===== src/sfx_pkg.sv =====
// ----------------------------------------------------------------------------
// sfx_pkg
// shared types and constants of the stuffed frame transmitter
// ----------------------------------------------------------------------------
package sfx_pkg;

    localparam logic [7:0] FLAG_BYTE   = 8'h7e;
    localparam logic [7:0] ESCAPE_BYTE = 8'h7d;
    // second byte of an escape pair is the original byte with bit 5 flipped
    localparam logic [7:0] ESCAPE_XOR  = 8'h20;

    localparam int unsigned CFG_IDX_W = 2;
    localparam logic [CFG_IDX_W-1:0] CFG_ADDRESS  = 2'd0;
    localparam logic [CFG_IDX_W-1:0] CFG_CONTROL0 = 2'd1;
    localparam logic [CFG_IDX_W-1:0] CFG_CONTROL1 = 2'd2;

    typedef struct packed {
        logic [7:0] data_byte;
        logic       frame_end;
    } t_sfx_in;

    typedef struct packed {
        logic [7:0] line_byte;
        logic       burst_last;
    } t_sfx_out;

    // one classified payload byte handed from front to back
    typedef struct packed {
        logic       hdr;
        logic [7:0] addr;
        logic [7:0] ctrl;
        logic [7:0] data;
        logic       has_check;
        logic [7:0] check;
    } t_sfx_cmd;

endpackage


===== src/sfx_front.sv =====
// ----------------------------------------------------------------------------
// sfx_front
// takes payload words, tracks frame and sequence state, queues commands
// ----------------------------------------------------------------------------
module sfx_front (
    input  logic                             i_clk,
    input  logic                             i_rst_n,
    input  logic                             i_in_valid,
    output logic                             o_in_stall,
    input  sfx_pkg::t_sfx_in                 i_in_word,
    input  logic                             i_cfg_valid,
    output logic                             o_cfg_ready,
    input  logic [sfx_pkg::CFG_IDX_W-1:0]    i_cfg_index,
    input  logic [7:0]                       i_cfg_data,
    input  logic                             i_q_full,
    output logic                             o_q_push,
    output sfx_pkg::t_sfx_cmd                o_q_cmd
);
    import sfx_pkg::*;

    logic [7:0] r_address;
    logic [7:0] r_control0;
    logic [7:0] r_control1;
    logic       r_seq;
    logic       r_in_frame;
    logic [7:0] r_check;

    logic       accept;
    logic       n_seq;
    logic [7:0] n_check;

    assign o_cfg_ready = 1'b1;
    assign o_in_stall  = i_q_full;
    assign accept      = i_in_valid && !i_q_full;

    always_comb begin
        n_seq   = r_in_frame ? r_seq : ~r_seq;
        n_check = (r_in_frame ? r_check : 8'h00) ^ i_in_word.data_byte;
        o_q_push          = accept;
        o_q_cmd.hdr       = !r_in_frame;
        o_q_cmd.addr      = r_address;
        o_q_cmd.ctrl      = n_seq ? r_control1 : r_control0;
        o_q_cmd.data      = i_in_word.data_byte;
        o_q_cmd.has_check = i_in_word.frame_end;
        o_q_cmd.check     = n_check;
    end

    always_ff @(posedge i_clk) begin
        if (!i_rst_n) begin
            r_address  <= 8'h03;
            r_control0 <= 8'h00;
            r_control1 <= 8'h40;
            r_seq      <= 1'b0;
            r_in_frame <= 1'b0;
            r_check    <= 8'h00;
        end else begin
            if (i_cfg_valid) begin
                unique case (i_cfg_index)
                    CFG_ADDRESS:  r_address  <= i_cfg_data;
                    CFG_CONTROL0: r_control0 <= i_cfg_data;
                    CFG_CONTROL1: r_control1 <= i_cfg_data;
                    default: ;
                endcase
            end
            if (accept) begin
                r_seq      <= n_seq;
                r_in_frame <= !i_in_word.frame_end;
                r_check    <= i_in_word.frame_end ? 8'h00 : n_check;
            end
        end
    end

endmodule


===== src/sfx_queue.sv =====
// ----------------------------------------------------------------------------
// sfx_queue
// short command queue between front and back
// ----------------------------------------------------------------------------
module sfx_queue #(
    parameter int unsigned DEPTH = 2
) (
    input  logic              i_clk,
    input  logic              i_rst_n,
    input  logic              i_push,
    input  sfx_pkg::t_sfx_cmd i_cmd,
    output logic              o_full,
    input  logic              i_pop,
    output logic              o_valid,
    output sfx_pkg::t_sfx_cmd o_cmd
);
    import sfx_pkg::*;

    localparam int unsigned PTR_W = (DEPTH > 1) ? $clog2(DEPTH) : 1;
    localparam int unsigned CNT_W = $clog2(DEPTH + 1);
    localparam logic [PTR_W-1:0] LAST_PTR = PTR_W'(DEPTH - 1);
    localparam logic [CNT_W-1:0] FULL_CNT = CNT_W'(DEPTH);

    t_sfx_cmd         r_mem [DEPTH];
    logic [PTR_W-1:0] r_wr_ptr;
    logic [PTR_W-1:0] r_rd_ptr;
    logic [CNT_W-1:0] r_count;

    logic do_push;
    logic do_pop;

    assign o_full  = (r_count == FULL_CNT);
    assign o_valid = (r_count != '0);
    assign o_cmd   = r_mem[r_rd_ptr];
    assign do_push = i_push && !o_full;
    assign do_pop  = i_pop && o_valid;

    always_ff @(posedge i_clk) begin
        if (do_push) begin
            r_mem[r_wr_ptr] <= i_cmd;
        end
    end

    always_ff @(posedge i_clk) begin
        if (!i_rst_n) begin
            r_wr_ptr <= '0;
            r_rd_ptr <= '0;
            r_count  <= '0;
        end else begin
            if (do_push) begin
                r_wr_ptr <= (r_wr_ptr == LAST_PTR) ? '0 : r_wr_ptr + 1'b1;
            end
            if (do_pop) begin
                r_rd_ptr <= (r_rd_ptr == LAST_PTR) ? '0 : r_rd_ptr + 1'b1;
            end
            if (do_push && !do_pop) begin
                r_count <= r_count + 1'b1;
            end else if (do_pop && !do_push) begin
                r_count <= r_count - 1'b1;
            end
        end
    end

endmodule


===== src/sfx_back.sv =====
// ----------------------------------------------------------------------------
// sfx_back
// walks one command through header (if any), stuffed data, and check and closing flag (if any)
// ----------------------------------------------------------------------------
module sfx_back (
    input  logic              i_clk,
    input  logic              i_rst_n,
    input  logic              i_q_valid,
    input  sfx_pkg::t_sfx_cmd i_q_cmd,
    output logic              o_q_pop,
    output logic              o_out_valid,
    input  logic              i_out_stall,
    output sfx_pkg::t_sfx_out o_out_word
);
    import sfx_pkg::*;

    localparam logic [2:0] PH_FLAG  = 3'd0;
    localparam logic [2:0] PH_ADDR  = 3'd1;
    localparam logic [2:0] PH_CTRL  = 3'd2;
    localparam logic [2:0] PH_BCC   = 3'd3;
    localparam logic [2:0] PH_DATA  = 3'd4;
    localparam logic [2:0] PH_CHECK = 3'd5;
    localparam logic [2:0] PH_CLOSE = 3'd6;

    t_sfx_cmd   r_cmd;
    logic       r_busy;
    logic [2:0] r_phase;
    logic       r_esc;
    logic       r_out_valid;
    t_sfx_out   r_out;

    logic [2:0] n_phase;
    logic       n_esc;
    logic [7:0] cur_byte;
    logic [7:0] stuff_val;
    logic       fin;
    logic       advance;
    logic       slot_free;
    logic       emit;

    assign slot_free   = !r_out_valid || !i_out_stall;
    assign emit        = r_busy && slot_free;
    assign o_q_pop     = i_q_valid && (!r_busy || (emit && fin));
    assign o_out_valid = r_out_valid;
    assign o_out_word  = r_out;

    always_comb begin
        n_phase   = r_phase;
        n_esc     = r_esc;
        cur_byte  = FLAG_BYTE;
        fin       = 1'b0;
        advance   = 1'b0;
        stuff_val = (r_phase == PH_DATA) ? r_cmd.data : r_cmd.check;
        unique case (r_phase) inside
            PH_FLAG: begin
                cur_byte = FLAG_BYTE;
                n_phase  = PH_ADDR;
            end
            PH_ADDR: begin
                cur_byte = r_cmd.addr;
                n_phase  = PH_CTRL;
            end
            PH_CTRL: begin
                cur_byte = r_cmd.ctrl;
                n_phase  = PH_BCC;
            end
            PH_BCC: begin
                cur_byte = r_cmd.addr ^ r_cmd.ctrl;
                n_phase  = PH_DATA;
            end
            PH_DATA, PH_CHECK: begin
                if (r_esc) begin
                    cur_byte = stuff_val ^ ESCAPE_XOR;
                    n_esc    = 1'b0;
                    advance  = 1'b1;
                end else if (stuff_val == FLAG_BYTE || stuff_val == ESCAPE_BYTE) begin
                    cur_byte = ESCAPE_BYTE;
                    n_esc    = 1'b1;
                end else begin
                    cur_byte = stuff_val;
                    advance  = 1'b1;
                end
                if (advance) begin
                    if (r_phase == PH_CHECK) begin
                        n_phase = PH_CLOSE;
                    end else if (r_cmd.has_check) begin
                        n_phase = PH_CHECK;
                    end else begin
                        fin = 1'b1;
                    end
                end
            end
            PH_CLOSE: begin
                cur_byte = FLAG_BYTE;
                fin      = 1'b1;
            end
            default: begin
                cur_byte = FLAG_BYTE;
                fin      = 1'b1;
            end
        endcase
    end

    always_ff @(posedge i_clk) begin
        if (o_q_pop) begin
            r_cmd <= i_q_cmd;
        end
        if (emit) begin
            r_out.line_byte  <= cur_byte;
            r_out.burst_last <= fin;
        end
    end

    always_ff @(posedge i_clk) begin
        if (!i_rst_n) begin
            r_busy      <= 1'b0;
            r_phase     <= PH_FLAG;
            r_esc       <= 1'b0;
            r_out_valid <= 1'b0;
        end else begin
            if (o_q_pop) begin
                r_busy  <= 1'b1;
                r_phase <= i_q_cmd.hdr ? PH_FLAG : PH_DATA;
                r_esc   <= 1'b0;
            end else if (emit && fin) begin
                r_busy <= 1'b0;
                r_esc  <= 1'b0;
            end else if (emit) begin
                r_phase <= n_phase;
                r_esc   <= n_esc;
            end
            if (emit) begin
                r_out_valid <= 1'b1;
            end else if (!i_out_stall) begin
                r_out_valid <= 1'b0;
            end
        end
    end

endmodule


===== src/stuffed_frame_transmitter_core.sv =====
// ----------------------------------------------------------------------------
// stuffed_frame_transmitter_core
// byte-stuffed information frame transmitter with xor check byte
// ----------------------------------------------------------------------------
// payload words enter on i_in_valid / o_in_stall, one byte per word with a
// frame_end mark on the final byte. line words leave on o_out_valid /
// i_out_stall, one byte per word, burst_last set on the last byte caused
// by one payload word. the first byte of a frame flips the sequence bit and
// brings a four-byte header (flag, address, control, xor of both); the last
// brings the stuffed check byte and a closing flag.
// registers are written on i_cfg_valid (o_cfg_ready is always high); the
// user writes them only while the block is idle, which the block does
// not enforce; indexes beyond the register list are ignored. the back
// end sends one line byte per cycle unless the receiver stalls; a word
// makes 1 to 9 line bytes: 1 for a plain byte, 2 when escaped, up to 9
// for a single-byte frame. a queue of QUEUE_DEPTH commands lets the input
// keep flowing while the back end expands a burst; when the receiver
// stalls the output word holds and the queue fills, then o_in_stall rises.
// reset clears the frame and sequence state, the queue and the output.
// ----------------------------------------------------------------------------
module stuffed_frame_transmitter_core #(
    parameter int unsigned QUEUE_DEPTH = 2
) (
    input  logic                          i_clk,
    input  logic                          i_rst_n,
    input  logic                          i_in_valid,
    output logic                          o_in_stall,
    input  sfx_pkg::t_sfx_in              i_in_word,
    output logic                          o_out_valid,
    input  logic                          i_out_stall,
    output sfx_pkg::t_sfx_out             o_out_word,
    input  logic                          i_cfg_valid,
    output logic                          o_cfg_ready,
    input  logic [sfx_pkg::CFG_IDX_W-1:0] i_cfg_index,
    input  logic [7:0]                    i_cfg_data
);
    import sfx_pkg::*;

    logic     q_full;
    logic     q_push;
    t_sfx_cmd q_in_cmd;
    logic     q_pop;
    logic     q_valid;
    t_sfx_cmd q_out_cmd;

    sfx_front u_front (
        .i_clk       (i_clk),
        .i_rst_n     (i_rst_n),
        .i_in_valid  (i_in_valid),
        .o_in_stall  (o_in_stall),
        .i_in_word   (i_in_word),
        .i_cfg_valid (i_cfg_valid),
        .o_cfg_ready (o_cfg_ready),
        .i_cfg_index (i_cfg_index),
        .i_cfg_data  (i_cfg_data),
        .i_q_full    (q_full),
        .o_q_push    (q_push),
        .o_q_cmd     (q_in_cmd)
    );

    sfx_queue #(
        .DEPTH (QUEUE_DEPTH)
    ) u_queue (
        .i_clk   (i_clk),
        .i_rst_n (i_rst_n),
        .i_push  (q_push),
        .i_cmd   (q_in_cmd),
        .o_full  (q_full),
        .i_pop   (q_pop),
        .o_valid (q_valid),
        .o_cmd   (q_out_cmd)
    );

    sfx_back u_back (
        .i_clk       (i_clk),
        .i_rst_n     (i_rst_n),
        .i_q_valid   (q_valid),
        .i_q_cmd     (q_out_cmd),
        .o_q_pop     (q_pop),
        .o_out_valid (o_out_valid),
        .i_out_stall (i_out_stall),
        .o_out_word  (o_out_word)
    );

endmodule

===== config.mk =====
export PLATFORM = sky130hd
export DESIGN_NAME = stuffed_frame_transmitter_core
export DESIGN_NICKNAME = d
export VERILOG_FILES = /design/src/sfx_pkg.sv /design/src/sfx_front.sv /design/src/sfx_queue.sv /design/src/sfx_back.sv /design/src/stuffed_frame_transmitter_core.sv
export SDC_FILE = /design/constraint.sdc
export NUM_CORES = 1
export LEC_CHECK = 0
export ABC_CLOCK_PERIOD_IN_PS = 3700
export BUFFER_PORTS_ARGS = -buffer_cell sky130_fd_sc_hd__buf_4
export CORE_MARGIN = 5
export CORE_UTILIZATION = 50
export CTS_CLUSTER_SIZE = 30
export DETAILED_ROUTE_END_ITERATION = 8
export PLACE_DENSITY = 0.73
export REMOVE_ABC_BUFFERS = 1
export SYNTH_ARGS = -nofsm -noshare
export SYNTH_HDL_FRONTEND = slang
export SYNTH_HIERARCHICAL = 1
export SYNTH_SLANG_ARGS = --single-unit

===== constraint.sdc =====
create_clock -name i_clk -period 3.7 [get_ports i_clk]
set_input_delay 0.74 -clock i_clk [delete_from_list [all_inputs] [get_ports i_clk]]
set_output_delay 0.74 -clock i_clk [all_outputs]
set_load 0.01 [all_outputs]

## After elaboration in Yosys (flattened, before gate mapping)

Memories as Yosys holds them, arrays and structs flattened. A register that Yosys moved wholly into a read port is not among the register bits.
Cells that the tools add are included.
W data, S select, Z words.

- Register bits after elaboration: 86
- Memory bits (writable): 68
- Input port bits: 24
- Output and inout port bits: 12
- Word-level logic and storage cells: 115
- Memories kept: 1

- Add/sub/neg operators: 4
- Eq/ne operators: 14
- Mux-type cells: 37
- Bitwise gates (word level): 5
- Reduce and logical (&&, ||, !) cells: 34

Memory list:

| name | words | width | read ports | clocked after memory_dff | wr ports | line | text |
|---|---|---|---|---|---|---|---|
| u_queue.r_mem | 2 | 34 | 1 | 1 | 1 | sfx_queue.sv:24 | `t_sfx_cmd r_mem [DEPTH];` |

Operator list:

| cell | number |
|---|---|
| $mux W8 | 6 |
| $pmux W8 S4 | 1 |
| $mux W3 | 7 |
| $mux W1 | 19 |
| $eq A8 B7 Y1 const B | 2 |
| $xor A8 B8 Y8 | 2 |
| $pmux W3 S5 | 1 |
| $logic_and A1 B1 Y1 | 8 |
| $logic_not A1 Y1 | 8 |
| $reduce_and A2 Y1 | 4 |
| $reduce_bool A2 Y1 | 4 |
| $eq A3 B2 Y1 const B | 2 |
| $eq A3 B3 Y1 const B | 2 |
| $reduce_bool A6 Y1 | 1 |
| $reduce_and A5 Y1 | 1 |
| $eq A2 B2 Y1 const B | 2 |
| $mux W2 | 2 |
| $ne A4 B2 Y1 const B | 1 |
| $reduce_or A4 Y1 | 1 |
| $eq A3 B1 Y1 const B | 1 |
| $logic_not A3 Y1 | 1 |
| $logic_or A1 B1 Y1 | 3 |
| $ne A3 B2 Y1 const B | 1 |
| $not A1 Y1 | 3 |
| 10 further kinds | 11 |

## Logic depth before layout (Yosys ltp)

Gate-level depths: netlist of the first run.

- Depth in word-level cells: 16
- Depth in mapped cells: 10
- Mapped depth without buffers: 9

## Modules after synthesis

Netlist of the first run, hierarchy kept.

By module, submodules not included:

| module | instances | cells an instance | area each (um2) |
|---|---|---|---|
| sfx_queue | 1 | 131 | 2688.8 |
| sfx_back | 1 | 158 | 2137.0 |
| sfx_front | 1 | 149 | 1635.3 |

## Least setup slack after synthesis of the first run

No wires, ideal clock.

- Path kind: input port to flip-flop
- Start point: in i_out_stall
- End point: reg u_queue.r_count[1]
- Setup time: 0.070 ns
- Arrival time: 3.434 ns
- Path slack: 0.196 ns
- Cell stages on the path: 7
- Cell sequence: a21boi_1 > a41oi_2 > nor2b_4 > o21ai_1 > ha_1 > or3_1 > a21boi_1

- Word-level cells in the longest chain between the ends: 10
- Elaborated cells on any way between the ends: 12
- Classes of those cells: mux (1); reduce/logical (11)

Ends and longest elaborated chain:

| element | line | text |
|---|---|---|
| from (decl) | stuffed_frame_transmitter_core.sv:30 | `input logic i_out_stall,` |
| $logic_not A1 Y1 (*) | sfx_back.sv:41 | `assign slot_free = !r_out_valid \|\| !i_out_stall;` |
| $logic_or A1 B1 Y1 (*) | sfx_back.sv:41 |  |
| $logic_and A1 B1 Y1 (*) | sfx_back.sv:42 | `assign emit = r_busy && slot_free;` |
| $logic_and A1 B1 Y1 (*) | sfx_back.sv:43 | `assign o_q_pop = i_q_valid && (!r_busy \|\| (emit && fin));` |
| $logic_or A1 B1 Y1 (*) | sfx_back.sv:43 |  |
| $logic_and A1 B1 Y1 (*) | sfx_back.sv:43 |  |
| net q_pop | stuffed_frame_transmitter_core.sv:42 | `logic q_pop;` |
| $logic_and A1 B1 Y1 (*) | sfx_queue.sv:36 | `assign do_pop = i_pop && o_valid;` |
| $logic_not A1 Y1 | sfx_queue.sv:56 | `if (do_push && !do_pop) begin` |
| $logic_and A1 B1 Y1 | sfx_queue.sv:56 |  |
| $mux W2 or $reduce_bool A2 Y1 (tied branches) | -- |  |
| to (signal assigned) | sfx_queue.sv:57 | `r_count <= r_count + 1'b1;` |
| to (signal assigned) | sfx_queue.sv:59 | `r_count <= r_count - 1'b1;` |
| to (decl) | sfx_queue.sv:27 | `logic [CNT_W-1:0] r_count;` |

Mark *: on every way through the listed nets, which the timed path passes. The rest lies on a longest branch.
A chain may end at the register's enable or synchronous reset.

## Worst setup path after layout of the first run

- Start point: reg u_back.r_phase[1]
- End point: reg u_queue.r_count[1]

- Word-level cells in the longest chain between the ends: 16
- Elaborated cells on any way between the ends: 27
- Classes of those cells: eq/ne (7); mux (8); reduce/logical (12)

Ends and longest elaborated chain:

| element | line | text |
|---|---|---|
| from (decl) | sfx_back.sv:27 | `logic [2:0] r_phase;` |
| from (signal assigned) | sfx_back.sv:123 | `r_phase <= i_q_cmd.hdr ? PH_FLAG : PH_DATA;` |
| from (signal assigned) | sfx_back.sv:129 | `r_phase <= n_phase;` |
| $eq A3 B3 Y1 | sfx_back.sv:53 | `stuff_val = (r_phase == PH_DATA) ? r_cmd.data : r_cmd.check;` |
| $mux W8 | sfx_back.sv:53 |  |
| $eq A8 B7 Y1 | sfx_back.sv:76 | `end else if (stuff_val == FLAG_BYTE \|\| stuff_val == ESCAPE_BYTE) begin` |
| $logic_or A1 B1 Y1 | sfx_back.sv:76 |  |
| $mux W1 | sfx_back.sv:76 |  |
| $mux W1 | sfx_back.sv:72 | `if (r_esc) begin` |
| $mux W1 | sfx_back.sv:54 | `unique case (r_phase) inside` |
| $mux W1 | sfx_back.sv:83 | `if (advance) begin` |
| $pmux W1 S2 (*) | sfx_back.sv:54 |  |
| $logic_and A1 B1 Y1 (*) | sfx_back.sv:43 |  |
| $logic_or A1 B1 Y1 (*) | sfx_back.sv:43 |  |
| $logic_and A1 B1 Y1 (*) | sfx_back.sv:43 |  |
| net q_pop | stuffed_frame_transmitter_core.sv:42 |  |
| $logic_and A1 B1 Y1 (*) | sfx_queue.sv:36 |  |
| $logic_not A1 Y1 | sfx_queue.sv:56 |  |
| $logic_and A1 B1 Y1 | sfx_queue.sv:56 |  |
| $mux W2 or $reduce_bool A2 Y1 (tied branches) | -- |  |

Mark *: on every way through the listed nets, which the timed path passes. The rest lies on a longest branch. The select of a mux whose other input is x is not followed.

==> reports/qor.txt, run 1 <==
Post-layout nets = 492
Worst-margin pin slew = 838.3 ps
Top Family by Delay on Critical Path = flip-flops
Max-cap violations = 0
Worst EP required = 4050 ps
First-pass GRT wire length = 18.62 mm
Gr ovfl total = 0
Syn Area/Cell = 14.75 um2
DRT antenna net count = 0
# H-tree levels = 4
Hold path depth = 0
Run status = complete, no violations
IO Pins = 36
GRT Overall Usage = 16.24%
CTS Root Cell = clkbuf_16
Buf+Inv Stages, Crit Path = 0
Die area = 15300 um2
Seq/Total Area, Yosys = 65.07%
Setup CP Type = flip-flop to flip-flop
EDFF count, synth = 110
Peak VDD IR = 0.3053 mV
Area leader, netlist = edfxtp_1
CP Launch Type = flip-flop
Clock sink count = 155
Place WS = 1127 ps
Setup TNS = 0 ps
Hold Crit Class = flip-flop to flip-flop
Area Growth Syn to Fin = 14.60%
List of most frequent post-synthesis cells = 110 x edfxtp_1, 45 x dfxtp_1, 42 x mux2_2
Routed wire per std cell = 17.38 um
Clk_lat worst skew = 420 ps
Core area = 12620 um2
Leakage = 0.002654 uW
Ranking of synthesized cells by area = edfxtp_1 51%, dfxtp_1 14%, mux2_2 7.3%, mux2i_1 4.8%, nor2b_1 2.4%
CTS resizes = 0
Die H = 123.7 um
CTS tree = done
CTS hold repair buffers = 0
# setup viols final = 0
Die W = 123.7 um
Yosys reg bits = 155
Pwr Density = 759.1 nW/um2
Reg2Reg Setup Slack = 1110 ps
Post-synth top area share = 51.12%
Critical Path Sink Type = flip-flop
Num CTS Buffers = 17
Vias in the first global route = 3602
Final Hold Vio Count = 0
Initial Utilization = 51.20%
DPL Wire Length = 7.520 mm
Vias = 3458
Most common cell in the netlist = edfxtp_1
Initial drt markers = 261
Worst Path Max Fanout = 24
Synth cell types = 55
Final Instance Area = 7405 um2
Clock skew = 12.16 ps
Clock tree buffer depth = 2
YS warnings = 6
Cell Chain, Critical Path = nand2_1 > o21ai_0 > a41oi_2 > nor2b_4 > o21ai_1 > ha_1 > xor2_1 > or3_1 > a21boi_1
Post-synthesis cell count = 438
Vias/cell = 5.304
Slew headroom = 44.04%
Reg2Reg Depth = 9
Final Power = 5620 uW
Final Critical Period = 2588 ps
Layout cells sized above 1 = 28.75%
Clock-pin slew on the worst setup and hold paths = 60 ps
CP Depth = 9
F_max = 386.4 MHz
Slack of the critical path = 1112 ps
Post-synth top flop = edfxtp_1
Cell row count = 41
# diodes = 0
Final period util = 69.94%
Routed wire length = 11.33 mm
Port Buffers = 34
Largest net degree at the start of global routing = 37
DR pass1 iterations = 4
Final-report max-slew violation count = 0
Dpl cell area = 6797 um2
Mapped cell area = 6461 um2
Slowest cell on crit path = dfxtp_1
Antenna violations before repair = 0
CP max stage delay = 870 ps
Synth async-reset ratio = 0%
Fin util = 58.68%
Gpl congestion = 0.8289
DRC Markers = 0
CP arrival = 2930 ps
Setup Fix Bufs, Post-CTS = 0
Unrepaired setup endpoints after global routing = false
[kinds of logic after synthesis]
| kind of cell | synth area share (%) |
|---|---|
| buffers and inverters | 3.873 |
| other | 0.05804 |
| and+or+nand+nor | 8.308 |
| adders and majority gates | 0.1936 |
| xor gates and xnor gates | 3.544 |
| AOI/OAI and AO/OA | 6.487 |
| DFF | 65.07 |
| muxes | 12.47 |
[metal layers]
layer	wire [um]	global-route usage, %	share of wire (%)	up-vias
met3	505	3.951	4.5	9
met4	136	6.436	1.2	0
met5	0	0	0	-
li1	-	-	-	1674
met2	5783	27.14	51	83
met1	4906	20.37	43	1692
[cells in the final DEF, fill, tap and decap left out, drive strengths merged, types with 4 or more instances in the layout]
master,count
edfxtp,110
dfxtp,45
buf,43
mux2,42
mux2i,32
nor2b,27
nand2,22
clkbuf,19
a21oi,13
xnor2,13
nor2,12
o21ai,12
inv,10
a32o,8
a211oi,8
nand3,8
and2,6
xor2,5
clkinvlp,4
[stage by stage]
step,std cells,hold slack [ps]
finish,652,459.8
global route,652,476.2
CTS,652,457.9
detailed placement,620,440.6
global placement,620,438.9
floorplan,405,424.9
[power by group]
part	total [uW]	switching [uW]	leakage [uW]	internal (uW)
sequential	2600	223	0.00139	2380
clock	1750	668	0.000286	1080
combinational	1270	720	0.000982	550
[worst register-to-register path: stages, from the launching register on]
cell      delay (ps)
dfxtp_1          870
nand2_1          150
o21ai_0          260
a41oi_2          100
nor2b_4          150
o21ai_1          110
ha_1             230
xor2_1           160
or3_1            330
a21boi_1         150
[flip-flops by register name, summed over array words and instances (netlist names), named ones only]
register            flops
u_back/o_out_valid      1
u_back/o_out_word       9
u_back/r_busy           1
u_back/r_cmd           33
u_back/r_esc            1
u_back/r_phase          3
u_front/r_address       8
u_front/r_check         8
u_front/r_control0      8
u_front/r_control1      8
u_front/r_in_frame      1
u_front/r_seq           1
u_queue/r_count         2
u_queue/r_mem          68
u_queue/r_rd_ptr        1
u_queue/r_wr_ptr        1
[path summary, 6_finish.rpt]
check / startpoint / to
worst max-delay path: u_back/r_phase[1]$_SDFFE_PN0P_ / u_queue/r_count[1]$_SDFFE_PN0P_
worst min-delay path: u_front/r_address[3]$_SDFFE_PN0P_ / u_queue/r_mem[1][28]$_DFFE_PP_
worst max register to register: u_back/r_phase[1]$_SDFFE_PN0P_ / u_queue/r_count[1]$_SDFFE_PN0P_
worst min register to register: u_front/r_address[3]$_SDFFE_PN0P_ / u_queue/r_mem[1][28]$_DFFE_PP_
[area by class of cell]
type | instances | area, um2
clock buffers | 19 | 442.9
clock inverters | 13 | 165.2
fillers | 1013 | 5215
inverters | 7 | 28.78
multi-input cells | 243 | 2013
flip-flops and latches | 155 | 4204
well taps | 172 | 215.2
repair buffers | 43 | 335.3
Power figures use the tool's default switching activity.
==> inputs of run 2 (changes only) <==
ABC_CLOCK_PERIOD_IN_PS = 2300   (was 3700)
clock period = 2.3 ns   (was 3.7 ns; I/O delays follow)
==> run 2 against run 1 <==
  * Count of clock-buffer cells in the layout rose by 2
  * Global-route usage rose by 0.21 points
  * Non-clock buffer count rose by 7
  * Die area did not move
  * Worst hold slack got worse by 210 ps
  * Sequential share of layout area fell by 0.29 points
  * Flip-flop and latch count did not move
==> reports/qor.txt, run 2 (synthesis results as in run 1) <==
Initial drt markers = 219 (-16%)
Buf+Inv Stages, Crit Path = 0 (unchanged)
Final period util = 91.96% (+22 points)
Slew headroom = 55.01% (+11 points)
Unrepaired setup endpoints after global routing = false
Routed wire length = 11.35 mm (+0.13%)
First-pass GRT wire length = 18.61 mm (about the same)
Die H = 123.7 um (unchanged)
Max-cap violations = 0 (unchanged)
Comb pwr share = 24.8% (+2.2 points)
Die area = 15300 um2 (unchanged)
Clock-pin slew on the worst setup and hold paths = 60 ps (about the same)
Gpl congestion = 0.7864 (-5.1%)
Clk_lat worst skew = 410 ps (about the same)
Min Hold Slack = 246.6 ps (-213.2 ps)
Num CTS Buffers = 17 (unchanged)
Vias/cell = 5.294 (-0.18%)
Port Buffers = 34 (unchanged)
DR pass1 iterations = 4 (unchanged)
Biggest register = u_queue/r_mem
Final Critical Period = 2115 ps (-472.7 ps)
# H-tree levels = 4 (unchanged)
DPL Wire Length = 7.490 mm (-0.40%)
CP arrival = 2460 ps (-470 ps)
Clock Power Share = 29.6% (-1.5 points)
Highest-count cells in the layout ignoring fill and taps = 110 x edfxtp_1, 48 x buf_4, 45 x dfxtp_1, 42 x mux2_2, 31 x mux2i_1
Most common cell after layout, fill and taps aside = edfxtp_1
DRT antenna net count = 0 (unchanged)
Setup CP Type = flip-flop to flip-flop
NetSw = 2602 uW (+62%)
Worst-margin pin slew = 672.8 ps (-165.5 ps)
Largest net degree at the start of global routing = 37 (unchanged)
Die W = 123.7 um (unchanged)
Peak VDD IR = 0.7308 mV (+140%)
Slack of the critical path = 184.8 ps (-927.3 ps)
Area Growth Syn to Fin = 15.18%
Antenna violations before repair = 0 (unchanged)
CP max stage delay = 390 ps (-480 ps)
Max reg flops = 68 (unchanged)
IO Pins = 36 (unchanged)
Post-layout nets = 499 (+1.4%)
Vias = 3489 (+0.90%)
Clock sink count = 155 (unchanged)
CTS tree = done
Hold Crit Class = input port to flip-flop
Flop pwr share = 45.6% (-0.7 points)
# setup viols final = 0 (unchanged)
Final Hold Vio Count = 0 (unchanged)
Pwr Density = 1207 nW/um2 (+59%)
Run status = complete, no violations
# diodes = 0 (unchanged)
Final-report max-slew violation count = 0 (unchanged)
GRT Overall Usage = 16.45% (+0.21 points)
Slowest cell on crit path = edfxtp_1
Clock tree buffer depth = 2 (unchanged)
Gr ovfl total = 0 (unchanged)
Worst Path Max Fanout = 3 (-88%)
Core area = 12620 um2 (unchanged)
Worst EP required = 2640 ps (-1410 ps)
Place WS = 45.31 ps (-1081 ps)
CP Launch Type = flip-flop
CTS Root Cell = clkbuf_16
Initial Utilization = 51.20% (unchanged)
Leakage = 0.002680 uW (+1.0%)
Critical Path Sink Type = flip-flop
Vias in the first global route = 3617 (+0.42%)
Cell row count = 41 (unchanged)
DRC Markers = 0 (unchanged)
Layout cells sized above 1 = 29.36% (+0.61 points)
Clock skew = 7.593 ps (-4.565 ps)
F_max = 472.8 MHz (+22%)
Int Pwr = 6382 uW (+59%)
Routed wire per std cell = 17.22 um (-0.93%)
Top Family by Delay on Critical Path = simple AND/OR/NAND/NOR gates
Sw Share = 28.97% (+0.30 points)
Cell Chain, Critical Path = xor2_1 > nand3_2 > a41oi_4 > nor2b_4 > o21ai_1 > ha_1 > or3_1 > a21boi_1
## run 2: per-stage QoR
stage | setup TNS [ps] | total power [uW] | area [um2] | util [%] | cells
after floorplan | -42410 | 5534 | 6240 | - | 405
after global routing | 0 | 9428 | 7442 | 58.97 | 659
final | 0 | 8985 | 7442 | 58.97 | 659
after CTS | 0 | 9046 | 7431 | 58.88 | 659
after global placement | 0 | 6260 | 6862 | 54.37 | 627
after detailed placement | 0 | 6361 | 6862 | 54.37 | 627
## run 2: layout make-up
cell class / count / area, um2
clock buffers: 21 / 450.4
repair buffers: 50 / 400.4
well taps: 172 / 215.2
flip-flops and latches: 155 / 4204
inverters: 7 / 28.78
multi-input cells: 243 / 2024
fillers: 984 / 5177
clock inverters: 11 / 118.9
## run 2: power by group through the flow
stage	clock, uW	sequential [uW]	combinational (uW)
after global routing	2840	4160	2420
final	2660	4100	2230
after detailed placement	0	4150	2210
after CTS	2710	4100	2240
after floorplan	0	4230	1300
after global placement	0	4120	2140
## run 2: final timing paths
path	from	endpoint	slack [ps]	cells past startpoint
min reg2reg	u_front/r_address[7]$_SDFFE_PN0P_	u_queue/r_mem[1][32]$_DFFE_PP_	460	0
max	u_back/r_cmd[9]$_DFFE_PP_	u_queue/r_count[1]$_SDFFE_PN0P_	180	8
min	i_in_word[0]	u_queue/r_mem[0][8]$_DFFE_PP_	250	1
max reg2reg	u_back/r_cmd[9]$_DFFE_PP_	u_queue/r_count[1]$_SDFFE_PN0P_	180	8
## run 2: routing by layer
metal	routed length, um	global-route usage, %	part of all wire (%)
met4	129	6.644	1.1
met2	5876	27.64	52
met1	4749	20.30	42
met3	592	4.223	5.2
met5	0	0	0
## run 2: timing repair
item / in CTS / in global routing
setup buffers: 0 / 0
endpoints found under the hold margin: 0 / 0
hold buffers: 0 / 0
gates resized for setup: 0 / 1
setup endpoints to repair: 0 / 1
## run 2: worst reg2reg max path, stage by stage (launching register included)
cell and delay, ps:
edfxtp_1 390, xor2_1 240, nand3_2 180, a41oi_4 260, nor2b_4 60, o21ai_1 130
ha_1 300, or3_1 350, a21boi_1 140
